**config.mk**
```make
export PLATFORM = sky130hd
export DESIGN_NAME = lrl_seq
export DESIGN_NICKNAME = d
export VERILOG_FILES = /design/src/sv/lrl_pkg.sv /design/src/sv/lrl_seq.sv
export SDC_FILE = /design/constraint.sdc
export NUM_CORES = 1
export LEC_CHECK = 0
export ABC_AREA = 1
export BUFFER_PORTS_ARGS = -buffer_cell sky130_fd_sc_hd__buf_2
export CORE_AREA = 2 2 39 41
export CTS_BUF_LIST = sky130_fd_sc_hd__clkbuf_4 sky130_fd_sc_hd__clkbuf_8 sky130_fd_sc_hd__clkbuf_16
export DETAILED_ROUTE_END_ITERATION = 10
export DIE_AREA = 0 0 41 43
export SETUP_SLACK_MARGIN = 0.15
export SLEW_MARGIN = 20
export SYNTH_ARGS = -nofsm -noshare
export SYNTH_HDL_FRONTEND = slang
export SYNTH_SLANG_ARGS = --single-unit
```
**constraint.sdc**
```tcl
create_clock -name clk -period 1.55 [get_ports clk]
set_clock_uncertainty 0.1 [all_clocks]
set_input_delay 0.0775 -clock clk [delete_from_list [all_inputs] [get_ports clk]]
set_output_delay 0.0775 -clock clk [all_outputs]
set_load 0.05 [all_outputs]
```
**src/sv/lrl_pkg.sv**
```systemverilog
// Shared types, constants and the sequencer microcode for the line run lookup block.
package lrl_pkg;

    localparam int OFFSET_BITS     = 24;
    localparam int LINE_BITS       = 16;
    localparam int INDEX_BITS      = 8;
    localparam int COUNT_BITS      = 9;
    localparam int TABLE_DEPTH_DEF = 256;
    localparam int STEP_BITS       = 2;

    localparam logic KIND_WRITE = 1'b0;
    localparam logic KIND_QUERY = 1'b1;

    // Word index of the entry count register within the register window.
    localparam logic REG_ENTRY_COUNT = 1'b0;

    localparam logic [STEP_BITS-1:0] STEP_WAIT   = 2'd0;
    localparam logic [STEP_BITS-1:0] STEP_ISSUE  = 2'd1;
    localparam logic [STEP_BITS-1:0] STEP_PROBE  = 2'd2;
    localparam logic [STEP_BITS-1:0] STEP_FINISH = 2'd3;

    typedef struct packed {
        logic                   kind;
        logic [INDEX_BITS-1:0]  entry_index;
        logic [OFFSET_BITS-1:0] entry_start;
        logic [LINE_BITS-1:0]   entry_line;
        logic [OFFSET_BITS-1:0] query_offset;
    } lrl_item_t;

    typedef struct packed {
        logic                 found;
        logic [LINE_BITS-1:0] line;
    } lrl_result_t;

    typedef enum logic [1:0] {
        COND_QUERY    = 2'd0,
        COND_MORE     = 2'd1,
        COND_NEXT     = 2'd2,
        COND_OUT_FREE = 2'd3
    } lrl_cond_t;

    typedef struct packed {
        logic                 in_rdy;
        logic                 ld_query;
        logic                 probe;
        logic                 emit;
        lrl_cond_t            cond;
        logic [STEP_BITS-1:0] jmp;
        logic [STEP_BITS-1:0] nxt;
    } lrl_ctl_t;

    typedef struct packed {
        logic query_acc;
        logic more;
        logic next_more;
        logic out_free;
    } lrl_status_t;

    function automatic lrl_ctl_t lrl_rom(input logic [STEP_BITS-1:0] step);
        lrl_ctl_t w;
        w = '0;
        unique case (step)
            STEP_WAIT:
            begin
                w.in_rdy   = 1'b1;
                w.ld_query = 1'b1;
                w.cond     = COND_QUERY;
                w.jmp      = STEP_ISSUE;
                w.nxt      = STEP_WAIT;
            end
            STEP_ISSUE:
            begin
                w.cond = COND_MORE;
                w.jmp  = STEP_PROBE;
                w.nxt  = STEP_FINISH;
            end
            STEP_PROBE:
            begin
                w.probe = 1'b1;
                w.cond  = COND_NEXT;
                w.jmp   = STEP_PROBE;
                w.nxt   = STEP_FINISH;
            end
            STEP_FINISH:
            begin
                w.emit = 1'b1;
                w.cond = COND_OUT_FREE;
                w.jmp  = STEP_WAIT;
                w.nxt  = STEP_FINISH;
            end
            default:
            begin
                w.cond = COND_QUERY;
                w.jmp  = STEP_WAIT;
                w.nxt  = STEP_WAIT;
            end
        endcase
        return w;
    endfunction

endpackage

```
**src/sv/lrl_seq.sv**
```systemverilog
// Microcode sequencer: step counter, control store and conditional jumps.
module lrl_seq
    import lrl_pkg::*;
(
    input  logic        clk,
    input  logic        rst_n,
    input  lrl_status_t status,
    output lrl_ctl_t    ctl
);

    logic [STEP_BITS-1:0] pc_reg;
    logic [STEP_BITS-1:0] pc_next;
    logic                 taken;

    assign ctl = lrl_rom(pc_reg);

    always_comb
    begin
        unique case (ctl.cond)
            COND_QUERY:    taken = status.query_acc;
            COND_MORE:     taken = status.more;
            COND_NEXT:     taken = status.next_more;
            COND_OUT_FREE: taken = status.out_free;
            default:       taken = 1'b0;
        endcase
        pc_next = taken ? ctl.jmp : ctl.nxt;
    end

    always_ff @(posedge clk or negedge rst_n)
    begin
        if (!rst_n)
        begin
            pc_reg <= STEP_WAIT;
        end
        else
        begin
            pc_reg <= pc_next;
        end
    end

endmodule

```
# Yosys cells after proc, flatten, opt, wreduce, memory -nomap -nowiden
# Cells that the tools add are included.
classes:
  n_mux: 6
  reduce_logical: 2
  eq_ne: 6
ops:
  columns: ["op", "count"]
  rows:
  - ["$pmux W6 S4", 1]
  - ["$eq A2 B2 Y1 const B", 4]
  - ["$eq A2 B1 Y1 const B", 2]
  - ["$logic_not A2 Y1", 2]
  - ["$mux W2", 2]
  - ["$pmux W1 S4", 1]
  - ["$mux W1", 2]
word_totals:
  word_cells: 15
  output_inout_bits: 10
  inputBits: 6
  reg_bits: 2

# Depth between registers and ports, before layout
# Gate-level depths: netlist of run 1.
logic_depth:
  depth_word: 5
  ltp_mapped: 5
  depth_no_buf: 5

# Worst setup path after synthesis of run 1
# OpenSTA, ideal clock, no wires.
synth_timing:
  path_type: "register to output"
  from: "register pc_reg[0]"
  to: "output port ctl[4] in the netlist's numbering"
  path_buffers: 0
  stages_incl_launch_ff: 4
  arrival_time_ns: 1.644
  required_time_ns: 1.372
  setup_slack_ns: -0.271
  path_cell_list: "dfrtp_1 -> ha_1 -> nor2_1 -> nor2_1"
synth_rtl:
  columns: ["item", "line_no", "source"]
  rows:
  - ["start, declared", "lrl_seq.sv:11", "logic [STEP_BITS-1:0] pc_reg;"]
  - ["start signal, assigned", "lrl_seq.sv:37", "pc_reg <= pc_next;"]
  - ["end, declared", "lrl_seq.sv:8", "output lrl_ctl_t ctl"]

==> metrics, run 1 <==
max FFs per register 2; final WL 497 um; Reg area 52.6 um^2; DRT Pass-1 Iters 1; Reg clk slew, reported paths 30 ps; status completed; Finished Cell Area 459 um^2; drt drc 0; f_max 0.696 GHz; Synth top cells by count ha_1 (6), nand2_1 (4), buf_4 (3); Core Region 1380 um^2; Final HPWL DP 379 um; mux contribution to synthesized area 0; Synth Register Bits 2; Synth Area in Adders 0.343; max cap viols 0; setup ws final 113 ps; Final #Nets 58; share of layout cells above drive strength 1 0.773; Root Buffer clkbuf_4; Setup Crit Path Kind reg -> out; min Tclk post-route 1440 ps; largest family of logic cells by synthesized area adder cells; Via Count 229; XOR/XNOR Fraction of Synth Area 0; CP top delay family flip-flops; post-synthesis async set-or-reset flop share 1.00; initial antenna violation count 0; Placed Area 314 um^2; Cell Count, Final, Fillers Out 60; filler cell count 156; Worst path slowest cell dfrtp_2; port bufs 15; crit-path max FO 4; Longest Clk Path Bufs 2; wire length of the first global-routing pass 655 um; Ys Warns 0; Final setup viols 0; largest net degree at the start of global routing 7; CTS tree built; Slew HR 0.836; Die X-Extent 41 um; Place WS 228 ps; Mapped Cells 26; Synth Area in Compound Gates 0.0857; initial core utilization 0.158; Hold Path Class in -> reg; crit path DAT 1260 ps; Multi-input gate area 193 um^2; Die Ht 43 um; RSZ-0062 raised after global routing yes; simple-gate portion of the synthesized area 0.189; CP bufs+invs 1; count of cell types in the netlist 11; register area share after synthesis 0.229; Num CTS Buffers 3; n_diodes 0; average wire per standard cell 8.28 um; syn_area_per_cell 8.42 um^2; # H-tree levels 1; actual slew at the worst max-slew pin 248 ps; nature of the critical path endpoint output pin; count leader, synth ha_1; GRT Residual Overflow 0; Setup TNS Final 0 ps; Clk Latency, worst-skew pair 230 ps; mapped cell area 219 um^2; antenna viol nets, final 0; Max Slew Vio Count 0; EDFF count, synth 0; total track usage 0.0621; Synth top area share 0.343; vias per inst 3.82; clock sink total 2; Critical Path, Cell by Cell ha_4, or2_4, buf_8; period utilization 0.927; Primary FF master, synth dfrtp_1; Syn Nets 38; vias in the first global route 180; slowest cell delay on critical path 460 ps; Final Hold Viols 0; Final Wtd Congestion 0.673; R2R setup slack 340 ps; type of origin of the critical path register; DRT iter0 DRCs 0; Ports 16; # rows 14; dpl cells 54; Crit path required time 1370 ps; area leader, netlist ha_1; top cells by area, synth ha_1 (34%), dfrtp_1 (23%), buf_4 (10%); Synth-to-Final Area Change 110%; Die ar. 1760 um^2
==> metal layers <==
metal	routed length, um	vias to the layer above	GRT usage
li1	-	116	-
met5	0	-	0
met3	60	0	0.0157
met4	0	0	0.0800
met1	193	100	0.0575
met2	243	13	0.0906
==> kinds of logic (layout without fill, tap and decap cells) <==
kind of cell	count (synthesis)	in the layout
AOI/OAI and AO/OA	3	3
and+or+nand+nor	9	9
DFF	2	2
buffers and inverters	6	24
adders and majority gates	6	6
==> through the flow <==
| stage | util | hold WS [ps] |
|---|---|---|
| 3_3_place_gp | 0.227 | -234 |
| 5_1_grt | 0.332 | 56.2 |
| 3_5_place_dp | 0.227 | -234 |
| 6_report | 0.332 | 41.5 |
| 2_1_floorplan | - | -318 |
| 4_1_cts | 0.278 | 33.6 |
==> worst min-delay path, stage by stage <==
cell     delay (ps)
buf_2            80
nand2_2          50
nand2_2          50
o21ai_1          70
==> timing repair <==
item / in CTS / in global routing
pin swaps: 0 / 3
gates resized for setup: 9 / 22
setup endpoints to repair: 9 / 7
hold endpoints to repair: 3 / 0
hold buffers: 2 / 0
setup buffers: 1 / 0
==> area by class of cell <==
class / instances / share of cell area
Sequential cell: 2 / 0.114
Multi-Input combinational cell: 18 / 0.420
Inverter: 3 / 0.0409
Tap cell: 16 / 0.0436
Clock buffer: 3 / 0.0490
Timing Repair Buffer: 18 / 0.332
==> path summary, 6_finish.rpt <==
kind / start / to / cells after the start
setup / recovery: pc_reg[1]$_DFF_PN0_ / ctl[5] / 3
hold reg to reg: pc_reg[0]$_DFF_PN0_ / pc_reg[1]$_DFF_PN0_ / 4
hold / removal: status[2] / pc_reg[1]$_DFF_PN0_ / 4
min in group asynchronous: rst_n / pc_reg[1]$_DFF_PN0_ / 2
max in group asynchronous: rst_n / pc_reg[0]$_DFF_PN0_ / 2
setup reg to reg: pc_reg[0]$_DFF_PN0_ / pc_reg[0]$_DFF_PN0_ / 5
==> placed cells by master (no fill, tap or decap), drive strengths merged <==
cell / count
or2: 1
clkbuf: 3
ha: 6
nor2: 2
nand2: 6
o21ai: 3
dlygate4sd3: 2
inv: 3
buf: 16
dfrtp: 2
Power of run 1 is not shown: default switching activity piles up to over one toggle a cycle in this logic, so the estimate is an artifact.
==> inputs of run 2 (changes only) <==
--- a/config.mk
+++ b/config.mk
@@ -5,7 +5,7 @@
 export SDC_FILE = /design/constraint.sdc
 export NUM_CORES = 1
 export LEC_CHECK = 0
-export ABC_AREA = 1
+export ABC_AREA = 0
 export BUFFER_PORTS_ARGS = -buffer_cell sky130_fd_sc_hd__buf_2
 export CORE_AREA = 2 2 39 41
 export CTS_BUF_LIST = sky130_fd_sc_hd__clkbuf_4 sky130_fd_sc_hd__clkbuf_8 sky130_fd_sc_hd__clkbuf_16
==> metrics, run 2 <==
DRT Pass-1 Iters 4; Syn Nets 34; post-synthesis async set-or-reset flop share 1.00; largest family of logic cells by synthesized area adder cells; Via Count 204; EDFF count, synth 0; Root Buffer clkbuf_4; vias per inst 3.64; Die Ht 43 um; R2R cell count 4; DRT iter0 DRCs 1; Final setup viols 0; top cells by area, synth ha_1 (35%), dfrtp_1 (23%), buf_4 (10%); Synth Area in Adders 0.347; Worst path slowest cell dfrtp_2; dpl cells 50; Ports 16; actual slew at the worst max-slew pin 348 ps; Synth top cells by count ha_1 (6), buf_4 (3), inv_1 (3); GRT Residual Overflow 0; simple-gate portion of the synthesized area 0.121; max cap viols 0; min Tclk post-route 1480 ps; Synth-to-Final Area Change 105%; RSZ-0062 raised after global routing yes; CTS tree built; drt drc 0; R2R setup slack 120 ps; share of layout cells above drive strength 1 0.800; total track usage 0.0773; final core utilization 0.321; slowest cell delay on critical path 440 ps; Ys Warns 0; largest net degree at the start of global routing 7; nature of the critical path endpoint output pin; Setup Crit Path Kind reg -> out; average wire per standard cell 9.32 um; r2r endpoint pc_reg[1]$_DFF_PN0_; final WL 522 um; CP top delay family flip-flops; syn_area_per_cell 9.84 um^2; Clk Latency, worst-skew pair 230 ps; count leader, synth ha_1; Hold Path Class in -> async; Critical Path, Cell by Cell ha_2, or2_4, buf_8; antenna viol nets, final 0; XOR/XNOR Fraction of Synth Area 0; Synth Area in Compound Gates 0.0925; worst r2r src pc_reg[0]$_DFF_PN0_; n_diodes 0; mapped cell area 216 um^2; # H-tree levels 1; Final Hold Viols 0; Primary FF master, synth dfrtp_1; Die ar. 1760 um^2; period utilization 0.953; initial core utilization 0.156; Finished Cell Area 444 um^2; Core Region 1380 um^2; Placed Area 310 um^2; f_max 0.677 GHz; commonest non-fill, non-tap cell in the layout buf_2; vias in the first global route 205; Die X-Extent 41 um; Synth Register Bits 2; Crit path required time 1370 ps; Mapped Cells 22; wire length of the first global-routing pass 779 um; Synth top area share 0.347; Reg clk slew, reported paths 30 ps; filler cell count 150; area leader, netlist ha_1; Worst Setup EP ctl[5]; Cell Count, Final, Fillers Out 56; mux contribution to synthesized area 0.0520; Final #Nets 54; count of cell types in the netlist 11; Final Wtd Congestion 0.576; status completed; initial antenna violation count 0; clock sink total 2; Slew HR 0.768; Max Slew Vio Count 0; Longest Clk Path Bufs 2; crit-path max FO 4; port bufs 15; beginning of the critical path pc_reg[1]$_DFF_PN0_; Num CTS Buffers 3; register area share after synthesis 0.231; WP depth 3; Setup TNS Final 0 ps; type of origin of the critical path register; Final HPWL DP 358 um; CP bufs+invs 1; # rows 14; crit path DAT 1300 ps; most frequent cells in the layout buf_2 (9), clkbuf_4 (4), buf_6 (4); max FFs per register 2
run 2: worst register-to-register path: stages, from the launching register on:
cell	delay [ps]
dfrtp_1	410
inv_2	130
ha_4	220
and2_1	150
a211o_2	300
run 2: worst min path at each step:
stage	cells past startpoint	slack, ps	end	start
finish	2	60	pc_reg[1]$_DFF_PN0_	rst_n
detailed placement	1	-240	pc_reg[1]$_DFF_PN0_	rst_n
CTS	2	60	pc_reg[0]$_DFF_PN0_	rst_n
floorplan	0	-320	pc_reg[0]$_DFF_PN0_	rst_n
global route	2	80	pc_reg[0]$_DFF_PN0_	rst_n
global placement	1	-230	pc_reg[1]$_DFF_PN0_	rst_n
run 2: cells by family (layout without fill, tap and decap cells):
kind of cell             after synthesis  in the layout
AO/OA/AOI/OAI                          2              2
adder cells (fa/ha/maj)                6              6
buffers and inverters                  6             24
flip-flops                             2              2
multiplexers                           1              1
AND/OR/NAND/NOR                        5              5
run 2: through the flow:
step           hold slack [ps]  setup WS (ps)
5_1_grt                   77.3           27.0
6_report                  62.3           73.0
4_1_cts                   59.2           97.5
3_3_place_gp              -235            145
2_1_floorplan             -318           -149
3_5_place_dp              -236            125
run 2: final cells by class:
class | instances | area, um^2 | share of cell area
Tap cell | 16 | 20.0 | 0.0451
Sequential cell | 2 | 51.3 | 0.115
Clock buffer | 3 | 22.5 | 0.0507
Multi-Input combinational cell | 14 | 185 | 0.417
Inverter | 3 | 17.5 | 0.0394
Timing Repair Buffer | 18 | 148 | 0.332
run 2: what timing repair did:
action / CTS / global route
endpoints found under the hold margin: 3 / 0
pin swaps: 3 / 5
hold buffers: 2 / 0
setup endpoints to repair: 7 / 11
cloned: 0 / 0
resized for setup: 17 / 6
setup buffers: 1 / 0
run 2: per-layer routing:
layer,vias up,share of wire,track usage
met5,-,0,0
met4,0,0,0.0800
met3,0,0.077,0.0628
met2,9,0.57,0.113
met1,91,0.35,0.0547
li1,104,-,-
Power of run 2 is left out for the same reason.
==> inputs of run 3 (changes only) <==
--- a/config.mk
+++ b/config.mk
@@ -11,7 +11,6 @@
 export CTS_BUF_LIST = sky130_fd_sc_hd__clkbuf_4 sky130_fd_sc_hd__clkbuf_8 sky130_fd_sc_hd__clkbuf_16
 export DETAILED_ROUTE_END_ITERATION = 10
 export DIE_AREA = 0 0 41 43
-export SETUP_SLACK_MARGIN = 0.15
 export SLEW_MARGIN = 20
 export SYNTH_ARGS = -nofsm -noshare
 export SYNTH_HDL_FRONTEND = slang
==> metrics, run 3 (synthesized netlist as in run 2, its figures left out) <==
status completed; # rows 14; vias in the first global route 172; Reg clk slew, reported paths 30 ps; clock sink total 2; Final #Nets 54; Final Wtd Congestion 0.556; most frequent cells in the layout buf_2 (10), clkbuf_4 (4), ha_1 (3), buf_4 (3); Ports 16; CP bufs+invs 0; Clk Latency, worst-skew pair 220 ps; Die X-Extent 41 um; average wire per standard cell 8.84 um; actual slew at the worst max-slew pin 419 ps; drt drc 0; Max Slew Vio Count 0; CP top delay family compound AO/OA/AOI/OAI gates; Setup Crit Path Kind reg -> reg; Core Region 1380 um^2; final WL 495 um; share of layout cells above drive strength 1 0.775; CTS tree built; dpl cells 50; DRT iter0 DRCs 6; Slew HR 0.721; crit-path max FO 4; Routed met2 length 247 um; initial core utilization 0.156; Synth-to-Final Area Change 83.2%; Root Buffer clkbuf_4; DRT Pass-1 Iters 4; largest net degree at the start of global routing 7; Die Ht 43 um; antenna viol nets, final 0; Metal-1 WL 195 um; Critical Path, Cell by Cell ha_2, a222oi_1, mux2_4; commonest non-fill, non-tap cell in the layout buf_2; Die ar. 1760 um^2; met3 routed WL 52 um; Top Layer Used met3; Final HPWL DP 405 um; crit path DAT 1550 ps; slowest cell delay on critical path 450 ps; max FFs per register 2; Hold Path Class in -> reg; Cell Count, Final, Fillers Out 56; Longest Clk Path Bufs 2; Final Hold Viols 0; Final setup viols 0; RSZ-0062 raised after global routing yes; type of origin of the critical path register; vias per inst 3.73; Num CTS Buffers 3; Worst path slowest cell a222oi_1; nature of the critical path endpoint register; max cap viols 0; n_diodes 0; initial antenna violation count 0; port bufs 15; total track usage 0.0581; Crit path required time 1600 ps; min Tclk post-route 1490 ps; wire length of the first global-routing pass 669 um; f_max 0.669 GHz; Via Count 209; filler cell count 154; GRT Residual Overflow 0; # H-tree levels 1; period utilization 0.964
run 3: metrics by stage:
stage	cell area, um^2	hold slack, ps	worst slack [ps]	util	setup TNS [ps]
6_report	397	17.1	55.2	0.287	0
5_1_grt	397	1.38	-21.9	0.287	-63.9
4_1_cts	365	18.7	0.139	0.264	0
3_5_place_dp	308	-234	54.5	0.222	0
3_3_place_gp	308	-237	87.9	0.222	0
2_1_floorplan	235	-318	-149	-	-333
run 3: cell type report:
type / count / area (um^2) / area share
timing repair buffer: 18 / 128 / 0.322
multi-input combinational: 14 / 161 / 0.407
clock buffer: 3 / 22.5 / 0.0568
sequential: 2 / 50.0 / 0.126
inverter: 3 / 15.0 / 0.0379
tap: 16 / 20.0 / 0.0505
run 3: final timing paths:
check	startpoint	to	slack (ps)	cells after the start
min in group asynchronous	rst_n	pc_reg[1]$_DFF_PN0_	80	2
worst min-delay path	status[3]	pc_reg[0]$_DFF_PN0_	20	2
worst max-delay path	pc_reg[0]$_DFF_PN0_	pc_reg[0]$_DFF_PN0_	60	3
worst min register to register	pc_reg[1]$_DFF_PN0_	pc_reg[1]$_DFF_PN0_	810	4
max in group asynchronous	rst_n	pc_reg[0]$_DFF_PN0_	1180	2
worst max register to register	pc_reg[0]$_DFF_PN0_	pc_reg[0]$_DFF_PN0_	60	3
run 3: routing by layer:
metal  track usage  vias up
li1              -      106
met1        0.0575       94
met2        0.0875        9
met3        0.0471        0
met4        0.0200        0
met5             0        -
run 3: what timing repair did:
action / 4_1_cts / 5_1_grt
pin swaps: 0 / 1
gates resized for setup: 3 / 14
setup endpoints to repair: 1 / 7
hold endpoints to repair: 2 / 0
hold buffers: 1 / 0
setup buffers: 2 / 0
Power of run 3 is left out for the same reason.
