[config.mk]
export PLATFORM = sky130hd
export DESIGN_NAME = lrl_ram
export DESIGN_NICKNAME = d
export VERILOG_FILES = /design/src/sv/lrl_ram.sv
export SDC_FILE = /design/constraint.sdc
export NUM_CORES = 1
export LEC_CHECK = 0
export BUFFER_PORTS_ARGS = -buffer_cell sky130_fd_sc_hd__buf_2
export CAP_MARGIN = 20
export CORE_MARGIN = 5
export CORE_UTILIZATION = 30
export DETAILED_ROUTE_END_ITERATION = 10
export SLEW_MARGIN = 20
export SYNTH_ARGS = -nofsm -noshare
export SYNTH_HDL_FRONTEND = slang
export SYNTH_SLANG_ARGS = --single-unit
export TNS_END_PERCENT = 10
[constraint.sdc]
create_clock -name clk -period 2.3 [get_ports clk]
set_input_delay 0.23 -clock clk [delete_from_list [all_inputs] [get_ports clk]]
set_output_delay 0.23 -clock clk [all_outputs]
set_load 0.1 [all_outputs]
[src/sv/lrl_ram.sv]
// Generic single-write, single-read RAM with a registered read port.
module lrl_ram #(
    parameter int WIDTH = 8,
    parameter int DEPTH = 16,
    localparam int AW = (DEPTH > 1) ? $clog2(DEPTH) : 1
) (
    input  logic             clk,
    input  logic             we,
    input  logic [AW-1:0]    waddr,
    input  logic [WIDTH-1:0] wdata,
    input  logic [AW-1:0]    raddr,
    output logic [WIDTH-1:0] rdata
);

    logic [WIDTH-1:0] mem [DEPTH];
    logic [WIDTH-1:0] rdata_reg;

    always_ff @(posedge clk)
    begin
        if (we)
        begin
            mem[waddr] <= wdata;
        end
        rdata_reg <= mem[raddr];
    end

    assign rdata = rdata_reg;

endmodule

### After elaboration in Yosys (flattened, before gate mapping)

Memories as Yosys holds them, arrays and structs flattened. A register that Yosys moved wholly into a read port is not among the register bits.
Index checks and enable logic that the tools add are counted.

* multiplexer cells: 2

Operators by type and width (count)
* 2-to-1 mux 1 bit: 2

* register bits: 0
* RAM bits: 128
* output and inout bits: 8
* logic and storage cells: 3
* memories: 1

Memories
* mem: words 16, bits a word 8, read ports 1, clocked after memory_dff 1, write ports 1, line 15 `logic [WIDTH-1:0] mem [DEPTH];`

### Longest topological paths before layout

Gate-level depths: netlist of run 1.

* depth after elaboration: 2
* gate-level depth with buffers: 5

### Worst setup path after synthesis of run 1

Ideal clock, no wire load.

* path kind: input-to-reg
* start: input port waddr[2]
* end: memory mem[0][0] (enable)
* setup time: 383 ps
* data arrival time: 1340 ps
* data required time: 1917 ps
* slack: 577 ps
* stages on the path: 2
* path buffers: 0
* path through: or3b_2 nor3_1

RTL lines
* start: declaration: line 9 `input logic [AW-1:0] waddr,`
* end: declaration: line 15

No word-level cell before the write port.

### Final worst setup path of run 1

* start: register rdata_reg[6], in the netlist rdata[6] (read register of mem)
* end: output port rdata[6]

RTL lines
* start: declaration: line 16 `logic [WIDTH-1:0] rdata_reg;`
* end: declaration: line 12 `output logic [WIDTH-1:0] rdata`

No word-level cell between the ends.

==> results of run 1 <==
## metrics by stage
stage | power (µW) | hold slack (ns) | instance area (µm²)
4_1_cts | 6160 | 0.200 | 6280
3_3_place_gp | 3210 | 0.615 | 5630
5_1_grt | 6300 | 0.200 | 6280
2_1_floorplan | 3100 | 0.329 | 5150
3_5_place_dp | 3220 | 0.633 | 5630
6_report | 6100 | 0.212 | 6280
## power breakdown
| group | internal, µW | switching (µW) |
|---|---|---|
| Sequential | 2770 | 17.7 |
| Clock | 1980 | 955 |
| Combinational | 111 | 263 |
| Total | 4860 | 1240 |
## per-layer routing
metal / track usage (%) / up-vias / share of wire (%) / wire (µm)
li1: - / 1078 / - / -
met1: 14.1 / 1228 / 45 / 4600
met2: 18.1 / 56 / 50 / 5080
met3: 3.79 / 11 / 4.8 / 490
met4: 3.21 / 0 / 0.84 / 86
met5: 0 / - / 0 / 0
## cell families after synthesis
family | count (synthesis) | share of synthesized area [%]
DFF | 136 | 77.8
AOI/OAI and AO/OA | 16 | 2.33
muxes | 32 | 15.0
and+or+nand+nor | 35 | 3.18
buffers and inverters | 10 | 1.68
## how the worst min path moves through the flow
| stage | start | to |
|---|---|---|
| finish | wdata[6] | mem[5][6] |
| detailed placement | wdata[5] | mem[6][5] |
| global route | wdata[7] | mem[13][7] |
| CTS | wdata[2] | mem[15][2] |
| global placement | wdata[5] | mem[0][5] |
| floorplan | wdata[0] | mem[0][0] |
## cell usage in the layout, fill, tap and decap left out, types with 2 or more instances in the layout
cell type,synthesis,routed
sky130_fd_sc_hd__edfxtp_1,128,128
sky130_fd_sc_hd__buf_2,3,25
sky130_fd_sc_hd__mux4_2,18,18
sky130_fd_sc_hd__clkbuf_16,0,17
sky130_fd_sc_hd__buf_4,1,17
sky130_fd_sc_hd__a22oi_1,16,16
sky130_fd_sc_hd__mux4_1,14,14
sky130_fd_sc_hd__nor2_1,13,13
sky130_fd_sc_hd__nand2_1,9,9
sky130_fd_sc_hd__dfxtp_1,8,8
sky130_fd_sc_hd__bufinv_16,0,5
sky130_fd_sc_hd__nor3_1,4,4
sky130_fd_sc_hd__nand3b_1,2,2
sky130_fd_sc_hd__nand2b_1,2,2
sky130_fd_sc_hd__clkbuf_8,0,2
sky130_fd_sc_hd__clkinvlp_4,0,2
sky130_fd_sc_hd__clkinv_2,0,2
sky130_fd_sc_hd__buf_12,0,2
## layout make-up
class / instances / area share (%)
Sequential cell: 136 / 63.7
Clock inverter: 12 / 3.13
Clock buffer: 20 / 7.27
Tap cell: 220 / 4.38
Timing Repair Buffer: 44 / 4.66
Multi-Input combinational cell: 83 / 16.8
==> flow_summary.json, run 1 <==
{
  "fp.dieH_um": 141,
  "chipWidth_um": 141,
  "grt_start_max_net_pins": 33,
  "fmaxAchievable_mhz": 676,
  "multi_input_comb_area_um2": 1060,
  "clkSlewWorstSetupHoldPaths_ns": 0.06,
  "tritoncts_num_sinks": 136,
  "finalCriticalPeriod_ns": 1.48,
  "clock_insertion_delay_worst_skew_ns": 0.41,
  "post_cts_resized": 0,
  "cp_slowest_cell": "sky130_fd_sc_hd__buf_2",
  "vdd_drop_max_mv": 0.538,
  "synth_sequential_area_ratio_pct": 77.8,
  "design.die.area_um2": 19900,
  "crit_family": "buffers and inverters",
  "finalSetupViolCount": 0,
  "post-cts-setup-buffers": 0,
  "timing.critical_path.cells": "buf_2",
  "cellPowerDensity_nw_per_um2": 970,
  "cp_data_required_time_ns": 2.07,
  "hold_violations": 0,
  "yosys_warnings": 0,
  "synth.largest_area_cell": "sky130_fd_sc_hd__edfxtp_1",
  "global_route.overflow_total": 0,
  "rrSetupSlack_ns": 0.94,
  "timing_worst_slew_pin_value_ns": 0.825,
  "cts_tree": "done",
  "post_drt_wl_per_cell_um": 19.9,
  "yosysTopAreaCellShare_pct": 74.7,
  "synthesis.area_um2": 5150,
  "final.setup.worst_slack_ns": 0.821,
  "crit_arrival_ns": 1.25,
  "num_ports": 26,
  "synth_most_common_cell": "sky130_fd_sc_hd__edfxtp_1",
  "yosys-top-cells-area": "sky130_fd_sc_hd__edfxtp_1 75%, sky130_fd_sc_hd__mux4_2 7.9%, sky130_fd_sc_hd__mux4_1 7.1%",
  "drc": 0,
  "design.final.nets": 300,
  "synthArstFlopShare_pct": 0,
  "critical_path.max_stage_delay_ns": 0.45,
  "preCtsSetupSlack_ns": 0.549,
  "min_period_over_period_pct": 64.3,
  "drv_slew": 0,
  "ctsLongestPathBuffers": 2,
  "worstRegToRegCells": 3,
  "timing.rr.start": "mem[1][5]",
  "critPathBufInv": 1,
  "detailedRoute.firstPassIterationCount": 4,
  "initial_utilization_pct": 30.8,
  "critPathMaxFanout": 1,
  "critical_path.startpoint": "rdata[6]",
  "worst_hold_path_depth": 1,
  "post-route-util_pct": 37.6,
  "slew_headroom_pct": 44.9,
  "min_path_type": "in -> reg",
  "first_iter_violations": 201,
  "vias": 2373,
  "setup-tns-final_ns": 0,
  "final_cells": 515,
  "avgSynthCellArea_um2": 22.5,
  "worstSetupEndpointType": "output port",
  "floorplan.rows": 47,
  "antenna_violations_before_repair": 0,
  "postRouteAntennaNets": 0,
  "drt-total-wl_mm": 10.3,
  "cts.hold.buffers_added": 0,
  "worst_clock_skew_ns": 0.00474,
  "synth.top_cells.by_count": "128 x sky130_fd_sc_hd__edfxtp_1, 18 x sky130_fd_sc_hd__mux4_2, 16 x sky130_fd_sc_hd__a22oi_1",
  "yosys_register_bits": 136,
  "synth.distinct_cells": 19,
  "timing.critical_path.depth": 1,
  "num-fill-cells": 1523,
  "total_leakage_power_uw": 0.00212,
  "buffer_ports.inserted": 25,
  "synthesis.nets": 247,
  "placed_cell_count": 483,
  "core_region_area_um2": 16700,
  "cts_made_buffers": 17,
  "crit-reg2reg-capture": "rdata[5]",
  "final_layout_size_suffix_gt1_share_pct": 31.5,
  "outcome": "finished, final reports clean",
  "first_global_vias": 2560,
  "timing_worst_setup_path_type": "reg -> out",
  "place.detailed.hpwl_mm": 6.38,
  "ctsHtreeMaxLevel": 4,
  "routability_congestion_estimate": 0.706,
  "antennaDiodeCount": 0,
  "timing.critical_path.to": "rdata[6]",
  "areaGrowthSynthToFinish_pct": 22.0,
  "route.detailed.vias_per_inst": 4.61,
  "ys_dominant_reg_cell": "sky130_fd_sc_hd__edfxtp_1",
  "grt_pass1_wl_mm": 15.9,
  "layout.area.seq_um2": 4000,
  "cts_root_buf": "sky130_fd_sc_hd__clkbuf_16",
  "synth-edff-count": 128,
  "critical_path.startpoint_type": "flop",
  "grt_util_all_layers_pct": 11.1,
  "max_cap_viol_count": 0,
  "grt_setup_unrepaired": "no",
  "largest_register_ff_count": 128,
  "synthCells": 229
}
Power figures use the tool's default switching activity.
==> inputs of run 2 (changes only) <==
Clock period 2.3 ns to 1.4 ns, I/O delays scaled along.
==> flow_summary.json, run 2 (synthesis gave the netlist of run 1 again) <==
{
  "most_common_cell_after_layout_fill_and_taps_aside": "sky130_fd_sc_hd__edfxtp_1",
  "crit_arrival_ns": 1.20,
  "tritoncts_num_sinks": 136,
  "clkSlewWorstSetupHoldPaths_ns": 0.06,
  "critical_path.startpoint_type": "flop",
  "grt_util_all_layers_pct": 10.8,
  "fp.dieH_um": 141,
  "cts_tree": "done",
  "timing.critical_path.cells": "buf_2",
  "slew_headroom_pct": 48.5,
  "cellPowerDensity_nw_per_um2": 1480,
  "drc": 0,
  "detailedRoute.firstPassIterationCount": 4,
  "antennaDiodeCount": 0,
  "core_region_area_um2": 16700,
  "grt_util_met3_pct": 4.27,
  "antenna_violations_before_repair": 0,
  "drt-total-wl_mm": 9.99,
  "cts_root_buf": "sky130_fd_sc_hd__clkbuf_16",
  "vdd_drop_max_mv": 0.865,
  "grt_busiest_layer": "met2",
  "min_period_over_period_pct": 95.7,
  "cp_slowest_cell": "sky130_fd_sc_hd__buf_2",
  "chipWidth_um": 141,
  "worstSetupEndpointType": "output port",
  "timing_worst_slew_pin_value_ns": 0.771,
  "drv_slew": 0,
  "areaGrowthSynthToFinish_pct": 22.7,
  "ctsHtreeMaxLevel": 4,
  "max_cap_viol_count": 0,
  "timing_worst_setup_path_type": "reg -> out",
  "largest_register_ff_count": 128,
  "grt_setup_unrepaired": "no",
  "routability_congestion_estimate": 0.767,
  "hold_violations": 0,
  "design.die.area_um2": 19900,
  "clock_insertion_delay_worst_skew_ns": 0.41,
  "first_iter_violations": 245,
  "most-common-layout-cells": "128 x sky130_fd_sc_hd__edfxtp_1, 29 x sky130_fd_sc_hd__buf_4, 24 x sky130_fd_sc_hd__buf_2, 18 x sky130_fd_sc_hd__mux4_2, 17 x sky130_fd_sc_hd__clkbuf_16",
  "fmaxAchievable_mhz": 746,
  "total_power_uw": 9380,
  "critPathBufInv": 1,
  "finalCriticalPeriod_ns": 1.34,
  "critical_path.max_stage_delay_ns": 0.44,
  "cts_made_buffers": 17,
  "num_ports": 26,
  "ctsLongestPathBuffers": 2,
  "grt_pass1_wl_mm": 15.5,
  "grt_start_max_net_pins": 24,
  "min_path_type": "in -> reg",
  "final.setup.worst_slack_ns": 0.0597,
  "finalSetupViolCount": 0,
  "preCtsSetupSlack_ns": -0.209,
  "initial_utilization_pct": 30.8,
  "critPathMaxFanout": 1,
  "final_layout_size_suffix_gt1_share_pct": 33.9,
  "timing.rr.start": "mem[10][7]",
  "place.detailed.hpwl_mm": 6.72,
  "outcome": "finished, final reports clean",
  "cp_data_required_time_ns": 1.26,
  "buffer_ports.inserted": 25,
  "floorplan.rows": 47,
  "worstRegToRegCells": 3,
  "routing_usage_on_met2_pct": 16.3,
  "design.final.nets": 312,
  "first_global_vias": 2668,
  "worst_hold_path_depth": 1,
  "critical_path.startpoint": "rdata[6]",
  "worst_clock_skew_ns": 0.00676,
  "cts.hold.buffers_added": 0,
  "postRouteAntennaNets": 0,
  "groute.layer.met1.usage_pct": 14.1,
  "global_route.overflow_total": 0,
  "post-cts-setup-buffers": 0,
  "total_leakage_power_uw": 0.00215,
  "timing.critical_path.depth": 1,
  "crit_family": "buffers and inverters",
  "hold_path_start": "wdata[1]",
  "vias": 2435,
  "post_drt_wl_per_cell_um": 19.0,
  "route.detailed.vias_per_inst": 4.62
}
[run 2: cell types whose count changed in the layout (fill, tap and decap cells not counted), sizes merged]
| cell | before | now |
|---|---|---|
| buf | 44 | 56 |
| clkinv | 4 | 2 |
| clkbuf | 20 | 29 |
| inv | 1 | 0 |
| bufinv | 5 | 1 |
| clkinvlp | 2 | 0 |
[run 2: per-layer routing]
metal	vias to the layer above	routed length [µm]	share of wire [%]
met5	-	0	0
met4	0	176	1.8
met3	16	500	5.0
met2	53	4640	46
met1	1259	4680	47
li1	1107	-	-
[run 2: report_power, final]
group,switching [µW],internal (µW)
sequential,26.8,4560
clock,1470,2670
combinational,441,209
total,1940,7440
[run 2: final timing paths]
path / end / slack [ns]
max: rdata[6] / 0.06
min: mem[0][1] / 0.11
max reg2reg: rdata[7] / 0.07
min reg2reg: rdata[6] / 0.67
[run 2: stage by stage]
step	cells	hold slack [ns]	TNS [ns]	cell area, µm²	utilization [%]
floorplan	229	0.239	-0.147	5150	-
global route	527	0.106	0	6310	37.8
CTS	527	0.0974	0	6300	37.7
finish	527	0.111	0	6310	37.8
global placement	495	0.527	-1.17	5740	34.3
detailed placement	495	0.535	-1.53	5740	34.3
[run 2: area by class of cell]
type / instances / area (µm²)
clock inverters: 3 / 40.0
flip-flops and latches: 136 / 4000
repair buffers: 56 / 398
well taps: 220 / 275
clock buffers: 29 / 520
fillers: 1559 / 10400
multi-input cells: 83 / 1080
[run 2: worst register-to-register path: stages, from the launching register on]
cell	delay [ns]
sky130_fd_sc_hd__edfxtp_1	0.36
sky130_fd_sc_hd__mux4_2	0.46
sky130_fd_sc_hd__a22oi_1	0.30
sky130_fd_sc_hd__nand2_1	0.08
[run 2: timing repair]
action                     4_1_cts  5_1_grt
resized for setup                1        3
setup endpoints to repair        1        3
cloned                           0        0
pin swaps                        0        1
==> inputs of run 3 (changes only) <==
Clock period 1.4 ns to 1.5 ns, I/O delays scaled along.
==> flow_summary.json, run 3 (synthesis gave the netlist of run 1 again) <==
{
  "groute.layer.met1.usage_pct": 14.2,
  "floorplan.rows": 47,
  "routing_usage_on_met2_pct": 16.7,
  "clock_insertion_delay_worst_skew_ns": 0.41,
  "grt_util_met3_pct": 3.01,
  "most-common-layout-cells": "128 x sky130_fd_sc_hd__edfxtp_1, 25 x sky130_fd_sc_hd__buf_2, 19 x sky130_fd_sc_hd__buf_4, 18 x sky130_fd_sc_hd__mux4_2, 17 x sky130_fd_sc_hd__clkbuf_16",
  "setup-tns-final_ns": 0,
  "critical_path.startpoint_type": "flop",
  "most_common_cell_after_layout_fill_and_taps_aside": "sky130_fd_sc_hd__edfxtp_1",
  "tritoncts_num_sinks": 136,
  "slew_headroom_pct": 50.8,
  "ctsLongestPathBuffers": 2,
  "multi_input_comb_area_um2": 1060,
  "grt_setup_unrepaired": "no",
  "detailedRoute.firstPassIterationCount": 4,
  "placed_area_um2": 5670,
  "place.detailed.hpwl_mm": 6.75,
  "cts.hold.buffers_added": 0,
  "routability_congestion_estimate": 0.777,
  "rrSetupSlack_ns": 0.07,
  "core_region_area_um2": 16700,
  "grt_busiest_layer": "met2",
  "num-fill-cells": 1560,
  "finalCriticalPeriod_ns": 1.43,
  "final_layout_size_suffix_gt1_share_pct": 32.2,
  "route.detailed.vias_per_inst": 4.58,
  "crit_arrival_ns": 1.71,
  "layout.area.seq_um2": 4000,
  "vdd_drop_max_mv": 0.905,
  "drt-total-wl_mm": 9.92,
  "first_iter_violations": 237,
  "design.final.nets": 303,
  "design.die.area_um2": 19900,
  "min_period_over_period_pct": 95.2,
  "drc": 0,
  "initial_utilization_pct": 30.8,
  "fp.dieH_um": 141,
  "cts_made_buffers": 17,
  "total_leakage_power_uw": 0.00213,
  "antennaDiodeCount": 0,
  "vias": 2374,
  "total_power_uw": 9040,
  "finalInstanceArea_um2": 6280,
  "grt_pass1_wl_mm": 15.5,
  "clkSlewWorstSetupHoldPaths_ns": 0.06,
  "post_drt_wl_per_cell_um": 19.1,
  "worst_hold_path_depth": 1,
  "largest_register_ff_count": 128,
  "areaGrowthSynthToFinish_pct": 22.0,
  "outcome": "finished, final reports clean",
  "first_global_vias": 2621,
  "preCtsSetupSlack_ns": -0.123,
  "hold_violations": 0,
  "grt_start_max_net_pins": 20,
  "timing_worst_setup_path_type": "reg -> reg",
  "ctsHtreeMaxLevel": 4,
  "timing_worst_slew_pin_value_ns": 0.735,
  "num_ports": 26,
  "finalSetupViolCount": 0,
  "cellPowerDensity_nw_per_um2": 1440,
  "drv_slew": 0,
  "postRouteAntennaNets": 0,
  "grt_util_all_layers_pct": 10.7,
  "final.setup.worst_slack_ns": 0.0726,
  "antenna_violations_before_repair": 0,
  "global_route.overflow_total": 0,
  "cp_data_required_time_ns": 1.78,
  "chipWidth_um": 141,
  "worstRegToRegCells": 3,
  "critical_path.startpoint": "mem[1][3]",
  "worstSetupEndpointType": "flop",
  "cts_root_buf": "sky130_fd_sc_hd__clkbuf_16",
  "buffer_ports.inserted": 25,
  "timing.critical_path.to": "rdata[3]",
  "post-cts-setup-buffers": 0,
  "min_path_type": "in -> reg",
  "worst_clock_skew_ns": 0.0126,
  "post_cts_resized": 0,
  "hold_ws_ns": 0.127,
  "critPathMaxFanout": 1,
  "timing.rr.start": "mem[1][3]",
  "crit-reg2reg-capture": "rdata[3]",
  "cts_tree": "done",
  "fmaxAchievable_mhz": 701,
  "max_cap_viol_count": 0
}
run 3: cell count changes in the layout (fill, tap and decap cells not counted), moves of 2 or more:
cell	previous run	this run
sky130_fd_sc_hd__buf_4	29	19
sky130_fd_sc_hd__clkinv_2	2	4
sky130_fd_sc_hd__clkbuf_1	7	2
sky130_fd_sc_hd__a22oi_1	13	16
sky130_fd_sc_hd__a22oi_2	3	0
sky130_fd_sc_hd__bufinv_16	1	3
run 3: where the power goes:
group	total, µW	switching, µW	leakage, µW	internal (µW)
logic	580	403	0.000602	177
clock network	4180	1410	0.000300	2770
registers	4280	26.6	0.00122	4250
run 3: final cells by class:
cell class / instances / area share [%]
clock buffers: 23 / 7.77
clock inverters: 9 / 1.93
multi-input cells: 83 / 16.9
flip-flops and latches: 136 / 63.8
well taps: 220 / 4.38
repair buffers: 47 / 5.22
run 3: worst min path at each step:
stage / start / to / slack (ns)
floorplan: wdata[0] / mem[0][0] / 0.25
global placement: wdata[7] / mem[14][7] / 0.54
global route: wdata[7] / mem[9][7] / 0.13
detailed placement: wdata[7] / mem[14][7] / 0.55
finish: wdata[1] / mem[7][1] / 0.13
CTS: wdata[7] / mem[0][7] / 0.11
run 3: through the flow:
stage          cells  util [%]
3_5_place_dp     486      33.9
4_1_cts          518      37.6
2_1_floorplan    229         -
6_report         518      37.6
5_1_grt          518      37.6
3_3_place_gp     486      33.9
run 3: layer usage:
metal | wire, µm | vias up
li1 | - | 1085
met1 | 4360 | 1212
met2 | 4850 | 63
met3 | 562 | 14
met4 | 144 | 0
met5 | 0 | -
run 3: critical path, cell delays in order, from the launching register on:
cell                       delay, ns
sky130_fd_sc_hd__edfxtp_1       0.36
sky130_fd_sc_hd__mux4_1         0.52
sky130_fd_sc_hd__a22oi_1        0.34
sky130_fd_sc_hd__nand2_1        0.09
